## src/sv/lmf_pkg.sv

```systemverilog
`timescale 1ns / 1ps
`default_nettype none
package lmf_pkg;
   localparam int DEF_INPUTS = 8;
   localparam int DEF_OUTPUTS = 4;
   localparam int DEF_HIDDEN_LAYERS = 2;
   localparam int DEF_NEURONS = 16;
   localparam int POS_W = 9;
   localparam int VAL_W = 16;
   localparam int OPOS_W = 2;

   typedef enum logic {
      CMD_WEIGHT = 1'b0,
      CMD_FEATURE = 1'b1
   } cmd_type;

   typedef enum logic [2:0] {
      ST_IDLE,
      ST_FILL,
      ST_MAC,
      ST_DRAIN,
      ST_EMIT
   } state_type;

   // classified word handed from front to back
   typedef struct packed {
      logic is_weight;
      logic is_feature;
      logic is_last;
      logic [POS_W-1:0] position;
      logic [VAL_W-1:0] value;
   } job_type;

   // Q16.16 sum to Q8.8, round half up, saturate
   function automatic logic [VAL_W-1:0] narrow(input logic signed [47:0] acc);
      logic signed [47:0] r;
      logic signed [39:0] q;
      begin
         r = acc + 48'sd128;
         q = r[47:8];
         if (q > 40'sd32767) narrow = 16'h7fff;
         else if (q < -40'sd32768) narrow = 16'h8000;
         else narrow = q[15:0];
      end
   endfunction
endpackage
`default_nettype wire

```

## src/sv/lmf_front.sv

```systemverilog
`timescale 1ns / 1ps
`default_nettype none
module lmf_front #(
   parameter int INPUTS = lmf_pkg::DEF_INPUTS,
   parameter int DEPTH = 448
) (
   input  wire logic clock,
   input  wire logic reset,
   input  wire logic req_valid,
   output logic req_ready,
   input  wire logic req_cmd,
   input  wire logic [lmf_pkg::POS_W-1:0] req_position,
   input  wire logic [lmf_pkg::VAL_W-1:0] req_value,
   output logic q_valid,
   input  wire logic q_ready,
   output lmf_pkg::job_type q_job
);
   // two-entry queue
   lmf_pkg::job_type mem_ff [2];
   logic wp_ff, rp_ff;
   logic [1:0] cnt_ff;
   lmf_pkg::job_type job;
   logic push, pop;

   always_comb begin
      job.position = req_position;
      job.value = req_value;
      job.is_weight = (req_cmd == lmf_pkg::CMD_WEIGHT)
                      && (32'(req_position) < DEPTH);
      job.is_feature = (req_cmd == lmf_pkg::CMD_FEATURE)
                       && (32'(req_position) < INPUTS);
      job.is_last = job.is_feature && (32'(req_position) == INPUTS - 1);
   end

   assign req_ready = (cnt_ff != 2'd2);
   assign push = req_valid && req_ready;
   assign q_valid = (cnt_ff != 2'd0);
   assign pop = q_valid && q_ready;
   assign q_job = mem_ff[rp_ff];

   always_ff @(posedge clock) begin
      if (push) mem_ff[wp_ff] <= job;
      if (reset) begin
         wp_ff <= 1'b0;
         rp_ff <= 1'b0;
         cnt_ff <= 2'd0;
      end else begin
         if (push) wp_ff <= ~wp_ff;
         if (pop) rp_ff <= ~rp_ff;
         cnt_ff <= cnt_ff + 2'(push) - 2'(pop);
      end
   end

   assert property (@(posedge clock) disable iff (reset) cnt_ff != 2'd3)
      else $error("queue count overflow");
   assert property (@(posedge clock) disable iff (reset)
      cnt_ff == 2'd0 |-> !pop) else $error("pop from empty queue");
   assert property (@(posedge clock) disable iff (reset)
      cnt_ff == 2'd2 |-> !push) else $error("push into full queue");
endmodule
`default_nettype wire

```

## config.mk

```make
export PLATFORM = sky130hd
export DESIGN_NAME = lmf_front
export DESIGN_NICKNAME = d
export VERILOG_FILES = /design/src/sv/lmf_pkg.sv /design/src/sv/lmf_front.sv
export SDC_FILE = /design/constraint.sdc
export NUM_CORES = 1
export LEC_CHECK = 0
export ABC_AREA = 1
export BUFFER_PORTS_ARGS = -buffer_cell sky130_fd_sc_hd__buf_2
export CAP_MARGIN = 20
export CORE_ASPECT_RATIO = 0.9
export CORE_UTILIZATION = 56
export CTS_BUF_LIST = sky130_fd_sc_hd__clkbuf_16
export DETAILED_ROUTE_END_ITERATION = 10
export PLACE_DENSITY = 0.83
export SLEW_MARGIN = 25
export SYNTH_ARGS = -nofsm -noshare
export SYNTH_HDL_FRONTEND = slang
export SYNTH_SLANG_ARGS = --single-unit
```

## constraint.sdc

```tcl
create_clock -name clock -period 7.5 [get_ports clock]
set_clock_uncertainty 0.2 [all_clocks]
set_input_delay 1.5 -clock clock [delete_from_list [all_inputs] [get_ports clock]]
set_output_delay 1.5 -clock clock [all_outputs]
set_load 0.1 [all_outputs]
```

Yosys cells after proc, flatten, opt, wreduce, memory -nomap -nowiden --
Memory sizes are Yosys's and may differ from the RTL's. A register that Yosys moved wholly into a read port is not among the register bits. Index checks and enable logic that the tools add are counted. Widths: inputs -> output; s select.
Word-level totals: bits in registers 4, latch bits 0, memory bits (writable) 56, logic and storage cells 23, ROM bits 0, memories 1
Memories:
- mem_ff | depth 2, bits a word 28, read ports 1, clocked after memory_dff 1, write ports 1, line lmf_front.sv:19 | lmf_pkg::job_type mem_ff [2];
Operators by class: shift-type cells 0, bitwise logic cells 3, multipliers 0, magnitude comparators 2, eq/ne operators 2, div/mod/pow operators 0, reduce and logical (&&, ||, !) cells 6, multiplexer cells 4, add/sub/neg operators 2
Operators by type and width (count):
- $eq 9x3->1 const B | 1
- $lt 9x4->1 const B | 1
- $lt 9x9->1 const B | 1
- $logic_and 1x1->1 | 5
- $mux 1 | 4
- $not 1->1 | 3
- $add 2x1->2 | 1
- $ne 2x2->1 const B | 1
- $reduce_bool 2->1 | 1
- $sub 2x1->2 | 1

Depth between registers and ports, before layout --
depth after elaboration 4, gate-level depth with buffers 11

Worst setup path after synthesis --
Ideal clock, no wire load.
path type input -> register, start in req_valid, end mem mem_ff[1][0] in the netlist's numbering (enable), data arrival time 2.835 ns, stages on the path 2, path buffers 0, data required time 6.885 ns, setup slack 4.050 ns, cell sequence nand2_2 nor2_1
Between the ends: word-level cells in the longest chain between the ends 3
Ends and longest elaborated chain:
- start: declaration | line lmf_front.sv:9 | input wire logic req_valid,
- $logic_and 1x1->1 | line lmf_front.sv:36 | assign push = req_valid && req_ready;
- $mux 1 | line lmf_front.sv:42 | if (push) mem_ff[wp_ff] <= job;
- $mux 1 (implied by the code) | line lmf_front.sv:42
- end: declaration | line lmf_front.sv:19
No other way between the ends.

==> results.toml <==
[cts]
htreeDepth = 3
clk_latency_ns = 0.32
ctsHoldBuffers = 0
cts_sinks = 61
clk_path_buf_depth = 2
postCtsSetupBuffers = 0
cts_tree = "yes"
cts.clk_slew.worst_paths_ns = 0.05
cts_resized = 0
cts_root_buf = "clkbuf_16"
cts_buffers = 9

[detailed_routing]
num_vias = 1304
finalWirelength_um = 4017
wire_per_inst_um = 15.75
drt-pass1-iter-count = 7
ant_nets = 0
drc = 2
drt_iter0_drc = 94
vias_per_cell = 5.114

[floorplan]
die_area_um2 = 4579
coreArea_um2 = 4101
die_w_um = 71.22
start_util = 0.5888
io_pins = 60
die_h_um = 64.30
num_rows = 22

[run_status]
violations = "DRC"
status = "complete, but fails checks"

[layout]
area_growth_pct = 23.94
final_area_um2 = 2993
layout.nets = 233
drive_gt1_frac = 0.5121
num_antenna_cells = 0
n_fill_cell = 237

[critical_path]
timing.rr.end = "mem_ff[1][27]"
arrival_ns = 1.91
worstSetupStartpointType = "register"
rr_worst_depth = 5
cp_max_fo = 28
path_class = "reg2out"
cp.required_ns = 5.80
r2r_slack_ns = 5.54
critPathCaptureType = "output pin"
reg2reg_from = "cnt_ff[0]"

[grt]
globalRouteTotalUtil = 0.2040
antenna_found_initial = 0
grt-ovfl-total = 0
grt_pass1_vias = 1355
grt_pass1_wl_um = 6582
grt_max_degree = 29

[placed_design]
gp_congestion = 0.6519
placed_cell_area_um2 = 2740
dp_slack_ns = 4.179
portBuffers = 59
hpwl_um = 2621

[hold_path]
whs_endpoint = "rp_ff"
whs_path_depth = 2
hold_path_class = "reg2reg"
holdCritStartpoint = "rp_ff"

[sta]
clock.fmax_mhz = 276.8
max_slew_margin = 0.4442
slew_violations = 0
timing.final.crit_share = 0.4817
setup_ws_ns = 3.887
finalCriticalPeriod_ns = 3.613
final.setup.tns_ns = 0
hold_violations = 0
rsz0062_at_grt = "no"
setup_viol = 0
tightest_slew_ns = 0.8337

[yosys]
ys_ff_latch = 61
synth_top_area_frac = 0.6964
syn_inst = 133
ys.warnings.count = 0
syn_area_per_cell_um2 = 18.16
ys_seq_area_frac = 0.7378
netlist-cell-type-count = 18
synth_nets = 164
syn_area_um2 = 2415
post-synth-top-area-cell = "edfxtp_1"
synthTopCellsByArea = "edfxtp_1 70%, mux2_4 12%, dfxtp_1 4.1%"

[job]
cap_viol_max_count = 0
-- critical path: stages, from the launching register on --
cell and delay, ns:
dfxtp_2 0.87, mux2_2 0.30, buf_2 0.42
-- registers in the layout, summed over array words and instances (netlist names), named ones only --
| register | count |
|---|---|
| cnt_ff | 2 |
| mem_ff | 56 |
| rp_ff | 1 |
| wp_ff | 1 |
-- metrics by stage --
| stage | utilization | hold slack [ns] | instances |
|---|---|---|---|
| 4_1_cts | 0.7297 | 0.3513 | 255 |
| 6_report | 0.7297 | 0.3425 | 255 |
| 3_5_place_dp | 0.6681 | 0.3200 | 239 |
| 2_1_floorplan | - | 0.2669 | 133 |
| 5_1_grt | 0.7297 | 0.3714 | 255 |
| 3_3_place_gp | 0.6681 | 0.2817 | 239 |
-- worst max path at each step --
stage	cells after the start	slack [ns]	start	end
finish	2	3.89	register	q_job[0]
global route	2	3.77	register	q_job[0]
CTS	2	3.86	register	q_job[0]
detailed placement	2	4.18	register	q_job[0]
global placement	2	4.20	register	q_job[1]
floorplan	2	4.05	req_valid	mem_ff[1][0]
-- area by class of cell --
cell class | instances | area, µm² | area share
Sequential cell | 61 | 1783 | 0.5957
Tap cell | 48 | 60.06 | 0.02007
Inverter | 10 | 37.54 | 0.01254
Clock inverter | 7 | 27.53 | 0.009197
Multi-Input combinational cell | 59 | 549.3 | 0.1835
Clock buffer | 9 | 225.2 | 0.07525
Timing Repair Buffer | 61 | 310.3 | 0.1037
-- synth_stat cells (all sizes together) --
cell     n
buf      3
inv     10
nand3b   1
nand2    9
mux2    28
xnor2    1
nor3     2
nor2    12
a31o     1
edfxtp  56
a21oi    2
dfxtp    5
ha       1
nand3    2
-- cell usage in the layout, fill, tap and decap left out, drive strengths merged --
cell type and count:
a21oi 2, a31o 1, buf 61, clkbuf 9
clkinv 4, dfxtp 5, edfxtp 56, ha 1
inv 13, mux2 28, nand2 9, nand3 2
nand3b 1, nor2 12, nor3 2, xnor2 1
-- routing by layer --
| layer | track usage | share of wire | wire length (µm) |
|---|---|---|---|
| met1 | 0.2356 | 0.41 | 1667 |
| met2 | 0.3262 | 0.49 | 1964 |
| met3 | 0.06940 | 0.071 | 287 |
| met4 | 0.1300 | 0.024 | 97 |
| met5 | 0 | 0 | 0 |
-- cell families after synthesis --
logic type,Yosys count,share of synthesized area
and+or+nand+nor,26,0.04715
muxes,28,0.1617
DFF,61,0.7378
buffers and inverters,13,0.03679
xor gates and xnor gates,1,0.003628
AOI/OAI and AO/OA,3,0.007773
adders and majority gates,1,0.005181
Power is left out: the tool's default activity adds up to more than one toggle a clock period on the data nets, which glitch-free logic cannot reach.
